<file path="config.mk">
export PLATFORM = sky130hd
export DESIGN_NAME = tkac_topk_list
export DESIGN_NICKNAME = d
export VERILOG_FILES = /design/src/rtl/core/tkac_pkg.sv /design/src/rtl/core/tkac_topk_list.sv
export SDC_FILE = /design/constraint.sdc
export NUM_CORES = 1
export LEC_CHECK = 0
export BUFFER_PORTS_ARGS = -buffer_cell sky130_fd_sc_hd__buf_2
export CAP_MARGIN = 20
export CORE_AREA = 2 2 265 267
export DETAILED_ROUTE_END_ITERATION = 7
export DIE_AREA = 0 0 267 269
export PLACE_DENSITY = 0.45
export SLEW_MARGIN = 30
export SYNTH_ARGS = -nofsm -noshare
export SYNTH_HDL_FRONTEND = slang
export SYNTH_SLANG_ARGS = --single-unit
</file>
<file path="constraint.sdc">
create_clock -name clk -period 10.9 [get_ports clk]
set_input_delay 1.635 -clock clk [delete_from_list [all_inputs] [get_ports clk]]
set_output_delay 1.635 -clock clk [all_outputs]
set_load 0.1 [all_outputs]
</file>
<file path="src/rtl/core/tkac_pkg.sv">
package tkac_pkg;

  // Field widths of the channels and the register port
  localparam int SCORE_W     = 32;
  localparam int CLASS_OUT_W = 10;
  localparam int MISS_W      = 16;
  localparam int TOPK_W      = 4;
  localparam int CFG_AW      = 3;
  localparam int CFG_DW      = 32;

  // Register map
  localparam logic [CFG_AW-1:0] REG_TOP_K = 3'd0;

  localparam logic [TOPK_W-1:0] TOP_K_RESET = 4'd1;
  localparam logic [MISS_W-1:0] MISS_MAX    = 16'hFFFF;

  // Commands from the sample tracker to the top list
  typedef struct packed {
    logic insert;
    logic clear;
  } list_ctrl_t;

  // One result beat
  typedef struct packed {
    logic                   sample_missed;
    logic                   truth_found;
    logic [CLASS_OUT_W-1:0] truth_class;
    logic [MISS_W-1:0]      batch_misses;
    logic                   batch_done;
  } result_t;

endpackage

</file>
<file path="src/rtl/core/tkac_topk_list.sv">
module tkac_topk_list import tkac_pkg::*; #(
  parameter int MAX_K       = 8,
  parameter int SCORE_WIDTH = 32,
  parameter int CLS_W       = 10,
  parameter int FILL_W      = $clog2(MAX_K + 1)
) (
  input  logic                          clk,
  input  logic                          rst_n,
  input  list_ctrl_t                    ctrl,
  input  logic signed [SCORE_WIDTH-1:0] key,
  input  logic [CLS_W-1:0]              cls,
  output logic [CLS_W-1:0]              cls_post [MAX_K],
  output logic [FILL_W-1:0]             fill_post
);

  logic signed [SCORE_WIDTH-1:0] score_r    [MAX_K];
  logic [CLS_W-1:0]              cls_r      [MAX_K];
  logic [FILL_W-1:0]             fill_r;
  logic signed [SCORE_WIDTH-1:0] score_post [MAX_K];
  logic [MAX_K-1:0]              take;

  // Per slot: the new key lands at the first slot it beats, lower slots shift down
  for (genvar i = 0; i < MAX_K; i++) begin : g_slot
    logic signed [SCORE_WIDTH-1:0] up_score;
    logic [CLS_W-1:0]              up_cls;
    logic                          up_take;

    // Empty slots always take; ties keep the earlier class in place
    assign take[i] = (32'(fill_r) <= i) || (key > score_r[i]);

    if (i == 0) begin : g_head
      assign up_score = key;
      assign up_cls   = cls;
      assign up_take  = 1'b0;
    end else begin : g_body
      assign up_score = score_r[i-1];
      assign up_cls   = cls_r[i-1];
      assign up_take  = take[i-1];
    end

    always_comb begin
      score_post[i] = score_r[i];
      cls_post[i]   = cls_r[i];
      if (ctrl.insert && take[i]) begin
        if (up_take) begin
          score_post[i] = up_score;
          cls_post[i]   = up_cls;
        end else begin
          score_post[i] = key;
          cls_post[i]   = cls;
        end
      end
    end
  end

  // Grow the fill count until the list is full
  assign fill_post = (ctrl.insert && (fill_r != FILL_W'(MAX_K))) ? fill_r + 1'b1 : fill_r;

  // Hold list contents; entries past the fill count are never read
  always_ff @(posedge clk) begin
    score_r <= score_post;
    cls_r   <= cls_post;
  end

  always_ff @(posedge clk) begin
    if (!rst_n) begin
      fill_r <= '0;
    end else if (ctrl.clear) begin
      fill_r <= '0;
    end else begin
      fill_r <= fill_post;
    end
  end

endmodule

</file>
## Yosys cells after proc, flatten, opt, wreduce, memory -nomap -nowiden

Index checks and enable logic that the tools add are counted.

| word-level totals | value |
|---|---|
| register bits after elaboration | 340 |
| input port bits | 46 |
| output and inout bits | 84 |
| word-level logic and storage cells | 77 |

| operators by class | value |
|---|---|
| add/subtract/negate cells | 1 |
| order comparisons | 16 |
| equality and inequality tests | 1 |
| multiplexer cells | 23 |
| bitwise operators | 1 |
| reductions and logical operators | 18 |

Operators by type and width:

| operator | count |
|---|---|
| greater-than comparator 32 bit | 8 |
| 2-to-1 mux 32 bit | 7 |
| 2-to-1 mux 10 bit | 15 |
| less-or-equal comparator 4 x 3 -> 1 bit, second input constant | 4 |
| logical AND 1 bit | 9 |
| less-or-equal comparator 4 x 1 -> 1 bit, second input constant | 2 |
| less-or-equal comparator 4 x 2 -> 1 bit, second input constant | 2 |
| logical OR 1 bit | 8 |
| adder 4 x 1 -> 4 bit, second input constant | 1 |
| 2-to-1 mux 4 bit | 1 |
| != test 4 bit, second input constant | 1 |
| OR reduction 2 bit | 1 |
| NOT 1 bit | 1 |

## Depth between registers and ports, before layout

| logic depth | value |
|---|---|
| depth after elaboration | 4 |
| gate-level depth with buffers | 12 |
| gate-level depth less buffers | 10 |

## Least setup slack after synthesis

Ideal clock, no wire load.

| timing | value |
|---|---|
| kind | input port to output port |
| start | in key[0] |
| end | out cls_post[10] (netlist name) |
| data arrival time | 5.779 ns |
| data required time | 9.265 ns |
| path slack | 3.486 ns |
| cell stages on the path | 12 |
| cell sequence | inv_1 > ha_1 > nor2b_1 > o211ai_1 > a21oi_1 > o311a_1 > a211oi_1 > o211ai_2 > buf_2 > and2_1 > clkbuf_1 > a21oi_1 |

RTL lines:

| item | RTL line | source |
|---|---|---|
| start: declaration | tkac_topk_list.sv:10 | `input logic signed [SCORE_WIDTH-1:0] key,` |
| end: declaration | tkac_topk_list.sv:12 | `output logic [CLS_W-1:0] cls_post [MAX_K],` |

==> results.toml <==
[global_route]
grt_usage = 0.173
grt_start_max_net_pins = 51
gr-total-overflow = 0
via_count_of_the_first_global_routing_pass = 14700
antenna_found_initial = 4
first_pass_grt_wire_length_mm = 92.4

[placed_design]
placed_cells_incl_taps = 2862
placedInstanceArea_um2 = 22200
portBuffers = 129
place_congestion = 0.847
pre_cts_ws_ns = 3.35
dpl.hpwl_mm = 43.4

[detailed_routing]
final_antenna_net_count = 0
drt_wl_cell_um = 21.1
finalWirelength_mm = 62.0
vias = 14300
drt_first_iter_violations = 754
drt_pass1_iterations = 5
vias_per_cell = 4.86
remaining_drc_errors = 0

[cts]
post_cts_resize_count = 0
cts_root_buffer = "clkbuf_16"
ctsHtreeMaxLevel = 2
clock_pin_transition_on_the_worst_setup_and_hold_timing_paths_ns = 0.06
worstSkewPairLatency_ns = 0.60
numClockSinks = 340
cts_tree = "yes"
hold_buffer_count_at_cts = 0
number_of_buffers_between_clock_root_and_the_deepest_sink = 3
post-cts-setup-buffers = 0
cts-buffers-inserted = 43

[die]
rows = 97
floorplan.die.width_um = 267
die_height_um = 269
num_io_pins = 130
core_area_um2 = 69300
die-area_um2 = 71800
initial_core_util = 0.295

[run]
cap_viol_max_count = 0

[synth]
yosys.cell_types.count = 52
synth-seq-area-share = 0.458
ys.flop_type = "edfxtp_1"
synthesis.area_um2 = 20400
post_synthesis_async_set_or_reset_flop_share = 0
synthesis.nets = 2133
post_synth_main_area_contributors = "edfxtp_1 38%, ha_1 16%, mux2_2 14%, dfxtp_1 8.2%, inv_1 4.9%"
ys_seq_elements = 340
yosysWarningCount = 0
synth-edff-count = 256
netlist.area_leader.share = 0.376
synth.avg_cell_area_um2 = 11.2
synth_top_cell_by_area = "edfxtp_1"
synthCells = 1827

[sta]
final.setup.tns_ns = 0
max_freq_mhz = 132
min_period_over_period = 0.694
rsz0062_at_grt = "no"
worst_pin_slew_ns = 0.953
slew_viol_final = 0
finalSetupViolCount = 0
final.min_clock_period_ns = 7.56
layout_setup_ws_ns = 3.34
maxSlewHeadroom = 0.364
hold_violations = 0
fin_skew_ns = 0.0169

[layout]
fillCellCount = 7019
multi_input_area_um2 = 9880
final_nets = 2273
most_common_cell_after_layout_fill_and_taps_aside = "inv_1"
drive_above_1_share = 0.240
finalCoreUtilization = 0.341
final_cell_mix = "265 x inv_1, 260 x ha_1, 256 x edfxtp_1"
final_area_um2 = 23600
layout_overhead_on_the_synthesized_area_pct = 15.7
sequential_cell_area_um2 = 9370
antennaDiodeCount = 0
finish.cell_count_without_fillers = 2941

[hold_path]
holdCritPathClass = "flip-flop to flip-flop"

[worst_setup_path]
cp-end-kind = "output pin"
crit_path_max_fanout = 39
worst_setup_path_start_kind = "input port"
critPathRequiredTime_ns = 9.27
worst-setup-path-type = "input port to output pin"
critPathArrivalTime_ns = 5.92

[run_status]
status = "completed"

[power]
cellLeakagePower_nw = 10.2
irDropWorstVdd_uv = 196
p_per_area_nw_per_um2 = 181
## cells in the mapped netlist, drive strengths merged (4+ instances only)
library cell	count
inv	266
a221oi	6
and4	10
o21bai	4
nor2	20
dfxtp	84
nand3	13
ha	260
a21oi	151
nand2	124
mux2	248
mux2i	31
nand2b	5
o21ai	102
o21a	8
nor4	8
clkbuf	21
buf	33
nor2b	21
a211oi	9
nor3	8
o211ai	11
o31ai	5
a21o	21
nand4	51
a31oi	18
edfxtp	256
## layer usage
layer,track usage,routed length (um)
met5,0,32
met3,0.0384,3200
met1,0.233,29500
met4,0.0512,1710
met2,0.277,27600
## layout make-up
class                   count  share of cell area
multi-input cells        1167               0.418
flip-flops and latches    340               0.396
well taps                 940              0.0497
repair buffers            149              0.0337
clock buffers              59              0.0516
inverters                 266              0.0422
clock inverters            20             0.00873
## kinds of logic after synthesis
logic type,Yosys count,share of synthesized area
AO/OA/AOI/OAI,351,0.0995
XOR/XNOR,3,0.00129
adder cells (fa/ha/maj),260,0.159
buffers and inverters,320,0.0620
flip-flops,340,0.458
multiplexers,279,0.152
AND/OR/NAND/NOR,274,0.0675
## stage by stage
step	total power [mW]	hold slack, ns
final	4.28	0.473
after global routing	4.46	0.490
after CTS	4.33	0.477
after detailed placement	2.85	0.462
after global placement	2.84	0.460
after floorplan	2.56	0.524
## critical path, stage by stage
cell	delay, ns
buf_2	0.30
ha_1	0.31
a21o_1	0.18
a21o_1	0.17
a221oi_1	0.76
nor3_1	0.15
o211ai_1	0.21
and3_2	0.73
buf_4	0.55
mux2i_1	0.14
a21oi_1	0.24
buf_2	0.48
## path summary, 6_finish.rpt
| kind | startpoint | cells past startpoint | to | slack [ns] |
|---|---|---|---|---|
| setup / recovery | key[9] | 12 | cls_post[37] | 3.34 |
| hold reg to reg | cls_r[7] | 1 | cls_r[7] | 0.47 |
| setup reg to reg | g_slot[4].up_score[9] | 11 | g_slot[4].up_score[19] | 6.32 |
| hold / removal | cls_r[7] | 1 | cls_r[7] | 0.47 |
## where the power goes
| part | internal, mW | switching, mW | total [mW] |
|---|---|---|---|
| Sequential | 1.55 | 0.0655 | 1.62 |
| Combinational | 0.289 | 0.912 | 1.20 |
| Clock | 0.862 | 0.603 | 1.46 |
## sequential cells by signal, indices dropped and copies added (netlist names)
signal	cells
g_slot.up_score	224
g_slot.up_cls	70
fill_r	4
score_r	32
cls_r	10
No activity file was read; power rests on OpenSTA's default activity.
